**config.mk**
```make
export PLATFORM = sky130hd
export DESIGN_NAME = affine_transform_unit_core
export DESIGN_NICKNAME = d
export VERILOG_FILES = /design/src/design/atu_pkg.sv /design/src/design/affine_transform_unit_core.sv /design/src/design/atu_mac.sv
export SDC_FILE = /design/constraint.sdc
export NUM_CORES = 2
export LEC_CHECK = 0
export BUFFER_PORTS_ARGS = -buffer_cell sky130_fd_sc_hd__buf_2
export CORE_ASPECT_RATIO = 1.4
export CORE_MARGIN = 2
export CORE_UTILIZATION = 50
export DETAILED_ROUTE_END_ITERATION = 8
export HOLD_SLACK_MARGIN = 0.06
export PLACE_DENSITY = 0.73
export SLEW_MARGIN = 20
export SYNTH_ARGS = -nofsm -noshare
export SYNTH_HDL_FRONTEND = slang
export SYNTH_SLANG_ARGS = --single-unit
```
**constraint.sdc**
```tcl
create_clock -name clk -period 20.5 [get_ports clk]
set_input_delay 2.05 -clock clk [delete_from_list [all_inputs] [get_ports clk]]
set_output_delay 2.05 -clock clk [all_outputs]
set_load 0.02 [all_outputs]
```
**src/design/atu_pkg.sv**
```systemverilog
// Shared types, codes and constants of the affine transform unit.
package atu_pkg;

	localparam int FRAC_BITS_DEF = 16;
	localparam int DATA_W        = 32;
	localparam int MAT_ENTRIES   = 12;
	localparam int ADDR_W        = 4;

	typedef enum logic [2:0] {
		FN_IDENT = 3'd0,
		FN_TRANS = 3'd1,
		FN_SCALE = 3'd2,
		FN_SHEAR = 3'd3,
		FN_XFORM = 3'd4
	} func_t;

	typedef enum logic [1:0] {
		ST_IDLE,
		ST_RUN,
		ST_FLUSH,
		ST_PUSH
	} state_t;

	typedef struct packed {
		logic [2:0]               func;
		logic signed [DATA_W-1:0] op_a;
		logic signed [DATA_W-1:0] op_b;
		logic signed [DATA_W-1:0] op_c;
	} in_item_t;

	typedef struct packed {
		logic signed [DATA_W-1:0] out_x;
		logic signed [DATA_W-1:0] out_y;
		logic signed [DATA_W-1:0] out_z;
	} out_item_t;

	// Control that travels alongside one multiply-accumulate step.
	typedef struct packed {
		logic              first;
		logic              wr;
		logic              out_wr;
		logic [ADDR_W-1:0] addr;
		logic [1:0]        col;
	} mac_ctrl_t;

endpackage

```
**src/design/affine_transform_unit_core.sv**
```systemverilog
// Top level of the affine transform unit: matrix store, sequencer and result register.
//
//  Channel   Signals                              Transfer moves
//  -------   ----------------------------------   -----------------------------
//  item      item_valid, item_stall, item         one operation and 3 operands
//  result    result_valid, result_stall, result   one transformed point
//
// Translate takes 6 steps of the shared multiply-accumulate unit, scale, shear and transform
// take 12; a flush state then drains the unit, and a transform adds a push state to hand its
// point on before the next item is taken; identity and unused codes stay in the idle state.
// Reset loads the identity matrix and empties the pipeline and the result register.
// A finished point waits in its own stage while the result register is still stalled, which
// adds those stall cycles to a transform; new items are taken once the point has moved on.
module affine_transform_unit_core import atu_pkg::*; #(
	parameter int FRAC_BITS = FRAC_BITS_DEF
) (
	input  logic      clk,
	input  logic      arst_n,
	input  logic      item_valid,
	output logic      item_stall,
	input  in_item_t  item,
	output logic      result_valid,
	input  logic      result_stall,
	output out_item_t result
);

	// Unity in the chosen fixed-point format; a step that multiplies by it passes its
	// other operand through the unit unchanged.
	localparam logic signed [DATA_W-1:0] ONE = 32'sd1 <<< FRAC_BITS;

	state_t state_q, state_d;

	in_item_t                 item_q;
	logic [1:0]               inner_q;
	logic [1:0]               outer_q;
	logic signed [DATA_W-1:0] mat_q [MAT_ENTRIES];
	logic signed [DATA_W-1:0] res_q [3];
	logic                     result_valid_q;
	out_item_t                result_q;

	logic                     accept;
	logic                     push;
	logic                     issue;
	logic [1:0]               inner_max;
	logic [1:0]               outer_max;
	logic                     last;
	logic                     a_mat;
	logic                     b_one;
	logic [1:0]               opsel;
	mac_ctrl_t                ctrl;
	logic signed [DATA_W-1:0] op_val;
	logic signed [DATA_W-1:0] mac_a;
	logic signed [DATA_W-1:0] mac_b;
	logic                     done_valid;
	mac_ctrl_t                done_ctrl;
	logic signed [DATA_W-1:0] acc;
	logic [ADDR_W-1:0]        row_base;

	assign accept = item_valid && !item_stall;
	assign issue  = (state_q == ST_RUN);

	// Step decode. The outer counter walks rows or columns, the inner counter walks the
	// steps inside one of them; the matrix address comes from both.
	always_comb begin
		inner_max   = 2'd2;
		outer_max   = 2'd3;
		a_mat       = 1'b1;
		b_one       = 1'b0;
		opsel       = inner_q;
		ctrl.first  = (inner_q == 2'd0);
		ctrl.wr     = 1'b0;
		ctrl.out_wr = 1'b0;
		ctrl.col    = outer_q;
		row_base    = ({2'b00, outer_q} << 1) + {2'b00, outer_q};
		ctrl.addr   = row_base + {2'b00, inner_q};
		case (func_t'(item_q.func))
			FN_SCALE: begin
				ctrl.first = 1'b1;
				ctrl.wr    = 1'b1;
			end
			FN_TRANS: begin
				inner_max = 2'd1;
				outer_max = 2'd2;
				opsel     = outer_q;
				b_one     = 1'b1;
				ctrl.addr = ADDR_W'(9) + {2'b00, outer_q};
				a_mat     = (inner_q == 2'd1);
				ctrl.wr   = (inner_q == 2'd1);
			end
			FN_SHEAR: begin
				b_one   = (inner_q == 2'd2);
				ctrl.wr = (inner_q == 2'd2);
			end
			FN_XFORM: begin
				inner_max   = 2'd3;
				outer_max   = 2'd2;
				ctrl.addr   = ({2'b00, inner_q} << 1) + {2'b00, inner_q} + {2'b00, outer_q};
				b_one       = (inner_q == 2'd3);
				ctrl.out_wr = (inner_q == 2'd3);
			end
			default: begin
				inner_max = 2'd0;
				outer_max = 2'd0;
			end
		endcase
		last = (inner_q == inner_max) && (outer_q == outer_max);
	end

	always_comb begin
		case (opsel)
			2'd0:    op_val = item_q.op_a;
			2'd1:    op_val = item_q.op_b;
			default: op_val = item_q.op_c;
		endcase
		mac_a = a_mat ? mat_q[ctrl.addr] : op_val;
		mac_b = b_one ? ONE : op_val;
	end

	atu_mac #(
		.FRAC_BITS(FRAC_BITS)
	) u_mac (
		.clk       (clk),
		.arst_n    (arst_n),
		.issue     (issue),
		.a         (mac_a),
		.b         (mac_b),
		.ctrl      (ctrl),
		.done_valid(done_valid),
		.done_ctrl (done_ctrl),
		.acc       (acc)
	);

	// Sequencer: run the steps, let the last one leave the unit, then hand off a point.
	always_comb begin
		state_d = state_q;
		push    = 1'b0;
		case (state_q)
			ST_IDLE: begin
				if (accept) begin
					case (func_t'(item.func))
						FN_TRANS, FN_SCALE, FN_SHEAR, FN_XFORM: state_d = ST_RUN;
						default:                                state_d = ST_IDLE;
					endcase
				end
			end
			ST_RUN: begin
				if (last) begin
					state_d = ST_FLUSH;
				end
			end
			ST_FLUSH: begin
				state_d = (func_t'(item_q.func) == FN_XFORM) ? ST_PUSH : ST_IDLE;
			end
			ST_PUSH: begin
				if (!result_valid_q || !result_stall) begin
					push    = 1'b1;
					state_d = ST_IDLE;
				end
			end
			default: state_d = ST_IDLE;
		endcase
	end

	always_ff @(posedge clk or negedge arst_n) begin
		if (!arst_n) begin
			state_q        <= ST_IDLE;
			inner_q        <= 2'd0;
			outer_q        <= 2'd0;
			result_valid_q <= 1'b0;
		end else begin
			state_q <= state_d;
			if (accept) begin
				inner_q <= 2'd0;
				outer_q <= 2'd0;
			end else if (issue) begin
				if (inner_q == inner_max) begin
					inner_q <= 2'd0;
					outer_q <= outer_q + 2'd1;
				end else begin
					inner_q <= inner_q + 2'd1;
				end
			end
			if (push) begin
				result_valid_q <= 1'b1;
			end else if (!result_stall) begin
				result_valid_q <= 1'b0;
			end
		end
	end

	// The matrix resets to the identity; an identity item reloads it when the item is taken.
	always_ff @(posedge clk or negedge arst_n) begin
		if (!arst_n) begin
			for (int i = 0; i < MAT_ENTRIES; i++) begin
				mat_q[i] <= (i == 0 || i == 4 || i == 8) ? ONE : '0;
			end
		end else if (accept && func_t'(item.func) == FN_IDENT) begin
			for (int i = 0; i < MAT_ENTRIES; i++) begin
				mat_q[i] <= (i == 0 || i == 4 || i == 8) ? ONE : '0;
			end
		end else if (done_valid && done_ctrl.wr) begin
			mat_q[done_ctrl.addr] <= acc;
		end
	end

	always_ff @(posedge clk) begin
		if (accept) begin
			item_q <= item;
		end
		if (done_valid && done_ctrl.out_wr) begin
			res_q[done_ctrl.col] <= acc;
		end
		if (push) begin
			result_q.out_x <= res_q[0];
			result_q.out_y <= res_q[1];
			result_q.out_z <= res_q[2];
		end
	end

	assign item_stall   = (state_q != ST_IDLE);
	assign result_valid = result_valid_q;
	assign result       = result_q;

endmodule

```
**src/design/atu_mac.sv**
```systemverilog
// Shared two-stage multiply, round, saturate and accumulate unit.
module atu_mac import atu_pkg::*; #(
	parameter int FRAC_BITS = FRAC_BITS_DEF
) (
	input  logic                     clk,
	input  logic                     arst_n,
	input  logic                     issue,
	input  logic signed [DATA_W-1:0] a,
	input  logic signed [DATA_W-1:0] b,
	input  mac_ctrl_t                ctrl,
	output logic                     done_valid,
	output mac_ctrl_t                done_ctrl,
	output logic signed [DATA_W-1:0] acc
);

	localparam logic signed [2*DATA_W-1:0] RND = 64'sd1 <<< (FRAC_BITS - 1);
	localparam logic signed [DATA_W-1:0] SAT_MAX = {1'b0, {(DATA_W-1){1'b1}}};
	localparam logic signed [DATA_W-1:0] SAT_MIN = {1'b1, {(DATA_W-1){1'b0}}};

	logic                       v_s1;
	logic signed [2*DATA_W-1:0] prod_s1;
	mac_ctrl_t                  ctrl_s1;
	logic signed [DATA_W-1:0]   acc_q;

	logic signed [2*DATA_W-1:0] rnd;
	logic signed [2*DATA_W-1:0] quo;
	logic signed [DATA_W-1:0]   term;
	logic signed [DATA_W:0]     sum;
	logic signed [DATA_W-1:0]   acc_next;

	always_ff @(posedge clk or negedge arst_n) begin
		if (!arst_n) begin
			v_s1 <= 1'b0;
		end else begin
			v_s1 <= issue;
		end
	end

	always_ff @(posedge clk) begin
		if (issue) begin
			prod_s1 <= a * b;
			ctrl_s1 <= ctrl;
		end
		if (v_s1) begin
			acc_q <= acc_next;
		end
	end

	// Round half up, floor shift, then clamp when the upper bits are not all sign.
	always_comb begin
		rnd = prod_s1 + RND;
		quo = rnd >>> FRAC_BITS;
		if (quo[2*DATA_W-1:DATA_W-1] == '0 || quo[2*DATA_W-1:DATA_W-1] == '1) begin
			term = quo[DATA_W-1:0];
		end else begin
			term = quo[2*DATA_W-1] ? SAT_MIN : SAT_MAX;
		end
		sum = {acc_q[DATA_W-1], acc_q} + {term[DATA_W-1], term};
		if (ctrl_s1.first) begin
			acc_next = term;
		end else if (sum[DATA_W] != sum[DATA_W-1]) begin
			acc_next = sum[DATA_W] ? SAT_MIN : SAT_MAX;
		end else begin
			acc_next = sum[DATA_W-1:0];
		end
	end

	assign done_valid = v_s1;
	assign done_ctrl  = ctrl_s1;
	assign acc        = acc_next;

endmodule

```
==> impl_metrics.tcl <==
set metrics [dict create \
    r2r-end "u_mac.prod_s1[61]$_DFFE_PP_" \
    r2r_cells 37 \
    grt_max_degree 175 \
    hp-start "res_q[0][5]$_DFFE_PP_" \
    netlist_top_cells_area "fa_1, edfxtp_1, dfrtp_1, inv_1, nand2_1" \
    post-dp-hpwl_mm 187.1 \
    vias_per_cell 6.170 \
    die-area_um2 145000 \
    drt_iter0_markers 6061 \
    syn-num-nets 8566 \
    portBuffers 200 \
    grt_usage_pct 35.62 \
    core_area_um2 140900 \
    syn2layout_area_growth_pct 8.836 \
    yosysWarningCount 0 \
    wl_per_cell_um 27.54 \
    crit_path_frequent_cell "fa_1" \
    wirelength_mm 252.7 \
    netlist_top_cells_count "fa_1, inv_1, nand2_1, nor2_1, dfrtp_1" \
    slowest_delay_ns 0.91 \
    synth_edf_count 381 \
    hold_depth 0 \
    tightest_slew_ns 1.282 \
    drtPass1Iterations 9 \
    drv_slew 0 \
    required_ns 21.08 \
    cts.reportedPaths.clkPinSlew_ns 0.06 \
    synth_ff_type "dfrtp_1" \
    placed_cell_area_um2 74390 \
    drc 0 \
    async_flop_share_pct 50.71 \
    r2r_slack_ns 6.31 \
    clk_path_buf_depth 3 \
    outcome "finished clean" \
    fp.dieH_um 449.8 \
    antenna_found_initial 18 \
    yosysSeqAreaShare_pct 29.95 \
    period_minus_slack_ns 14.19 \
    critPathArrivalTime_ns 14.77 \
    hold_buffers 0 \
    synth_area_per_cell_um2 9.918 \
    crit_path_end_kind "flip-flop" \
    grt_pass1_wl_mm 375.0 \
    criticalPathCategory "flip-flop to flip-flop" \
    synth-seq-cells 773 \
    setup-violations-final 0 \
    final_layout_size_suffix_gt1_share_pct 9.400 \
    vias 56610 \
    whs_endpoint "result[69]$_DFFE_PP_" \
    num-fill-cells 12220 \
    rows 163 \
    gp_congestion 1.032 \
    fin_nets 8611 \
    synth_top_cell_by_area "fa_1" \
    synth_cells 7156 \
    worstReg2RegStart "outer_q[0]$_DFFE_PN0P_" \
    start_kind "flip-flop" \
    cts_root_buffer "clkbuf_16" \
    worst_path_max_delay_cell "a211oi_1" \
    synthDistinctLibCells 91 \
    htree_levels 3 \
    cts.sinks 773 \
    cts_setup_buffers 0 \
    relSlewSlack_pct 13.93 \
    hold_slack_ns 0.4074 \
    hp-class "flip-flop to flip-flop" \
    cts_resized 0 \
    maxCapViolCount 0 \
    rsz0062_at_grt "no" \
    initial_core_util_pct 50.36 \
    ant_nets 0 \
    grt_pass1_vias 59770 \
    setup_tns_ns 0 \
    syn_area_um2 70970 \
    overflow 0 \
    yosys.area.top_type_share_pct 30.63 \
    design_area_um2 77240 \
    numCtsBuffers 78 \
    skew_ns 0.04669 \
    dieWidth_um 322.4 \
    ioPinCount 201 \
    hold_viol_final 0 \
    fin_crit_sh_pct 69.21 \
    synth_most_common_cell "fa_1" \
    clk_latency_ns 0.73 \
    cts_tree "yes" \
    critPathMaxFanout 32 \
    fmax_ghz 0.07049 \
]
-- layer usage --
layer  track usage, %  part of all wire [%]  vias up
met5                0                 0.044        -
met4            35.67                    13       20
met3            12.07                    11     1507
met2            55.95                    46     3782
met1            36.32                    30    28100
li1                 -                     -    23200
-- how the worst max path moves through the flow --
stage	from	end	slack, ns	cells past startpoint
finish	outer_q[0]$_DFFE_PN0P_	u_mac.prod_s1[61]$_DFFE_PP_	6.31	37
floorplan	outer_q[1]$_DFFE_PN0P_	u_mac.prod_s1[61]$_DFFE_PP_	9.27	42
global route	outer_q[0]$_DFFE_PN0P_	u_mac.prod_s1[61]$_DFFE_PP_	5.69	37
detailed placement	outer_q[0]$_DFFE_PN0P_	u_mac.prod_s1[61]$_DFFE_PP_	6.87	37
global placement	outer_q[0]$_DFFE_PN0P_	u_mac.prod_s1[61]$_DFFE_PP_	7.08	37
CTS	outer_q[0]$_DFFE_PN0P_	u_mac.prod_s1[61]$_DFFE_PP_	6.84	37
-- through the flow --
step	cells	worst slack [ns]	utilization, %
3_3_place_gp	9017	7.082	52.78
3_5_place_dp	9017	6.870	52.78
2_1_floorplan	7156	9.269	-
6_report	9174	6.313	54.81
4_1_cts	9162	6.836	54.75
5_1_grt	9168	5.689	54.80
-- worst max-delay path: cells and delay by family, from the launching register on --
kind                       cells  cell delay, ns
adders and majority gates     11            5.25
AOI/OAI and AO/OA             11            4.67
and+or+nand+nor                8            2.12
buffers and inverters          6            0.90
DFF                            1            0.72
muxes                          1            0.34
-- cell usage in the layout (no fill, tap or decap), drive strengths merged, types with 91 or more instances in the layout --
cell type,count
a22oi,239
ha,221
buf,407
inv,1088
clkbuf,100
o21ai,389
edfxtp,381
a21o,91
nand2,1033
dfrtp,389
nor2,615
fa,1086
nand3,133
a21oi,222
-- cell families (layout without fill, tap and decap cells) --
family	count (synthesis)	in the layout	synth area share, %
simple gates	2087	2087	12.40
buf+inv	1528	1638	8.274
fa+ha+maj	1307	1307	34.53
compound gates	1240	1240	11.39
flops	773	773	29.95
xor+xnor	131	131	1.617
mux	90	90	1.844
other cells	0	11	0
-- cell type report --
cell class                 instances  area [um^2]  share of cell area, %
antenna                           11        27.53                0.03564
clock buffer                     100         2163                  2.801
clock inverter                    45        608.1                 0.7872
inverter                        1086         4079                  5.281
multi-input combinational       4855        44150                  57.16
sequential                       773        21260                  27.52
tap                             1897         2374                  3.073
timing repair buffer             407         2585                  3.347
-- registers in the layout, indices dropped and copies added (netlist names), 9 cells and up --
register and cells:
u_mac.prod_s1 49, mat_q 384, u_mac.done_ctrl 9, u_mac.acc_q 32, res_q 96, result 96
item_q 99
Power is not shown: default switching activity piles up to over one toggle a cycle in this logic, so the estimate is an artifact.
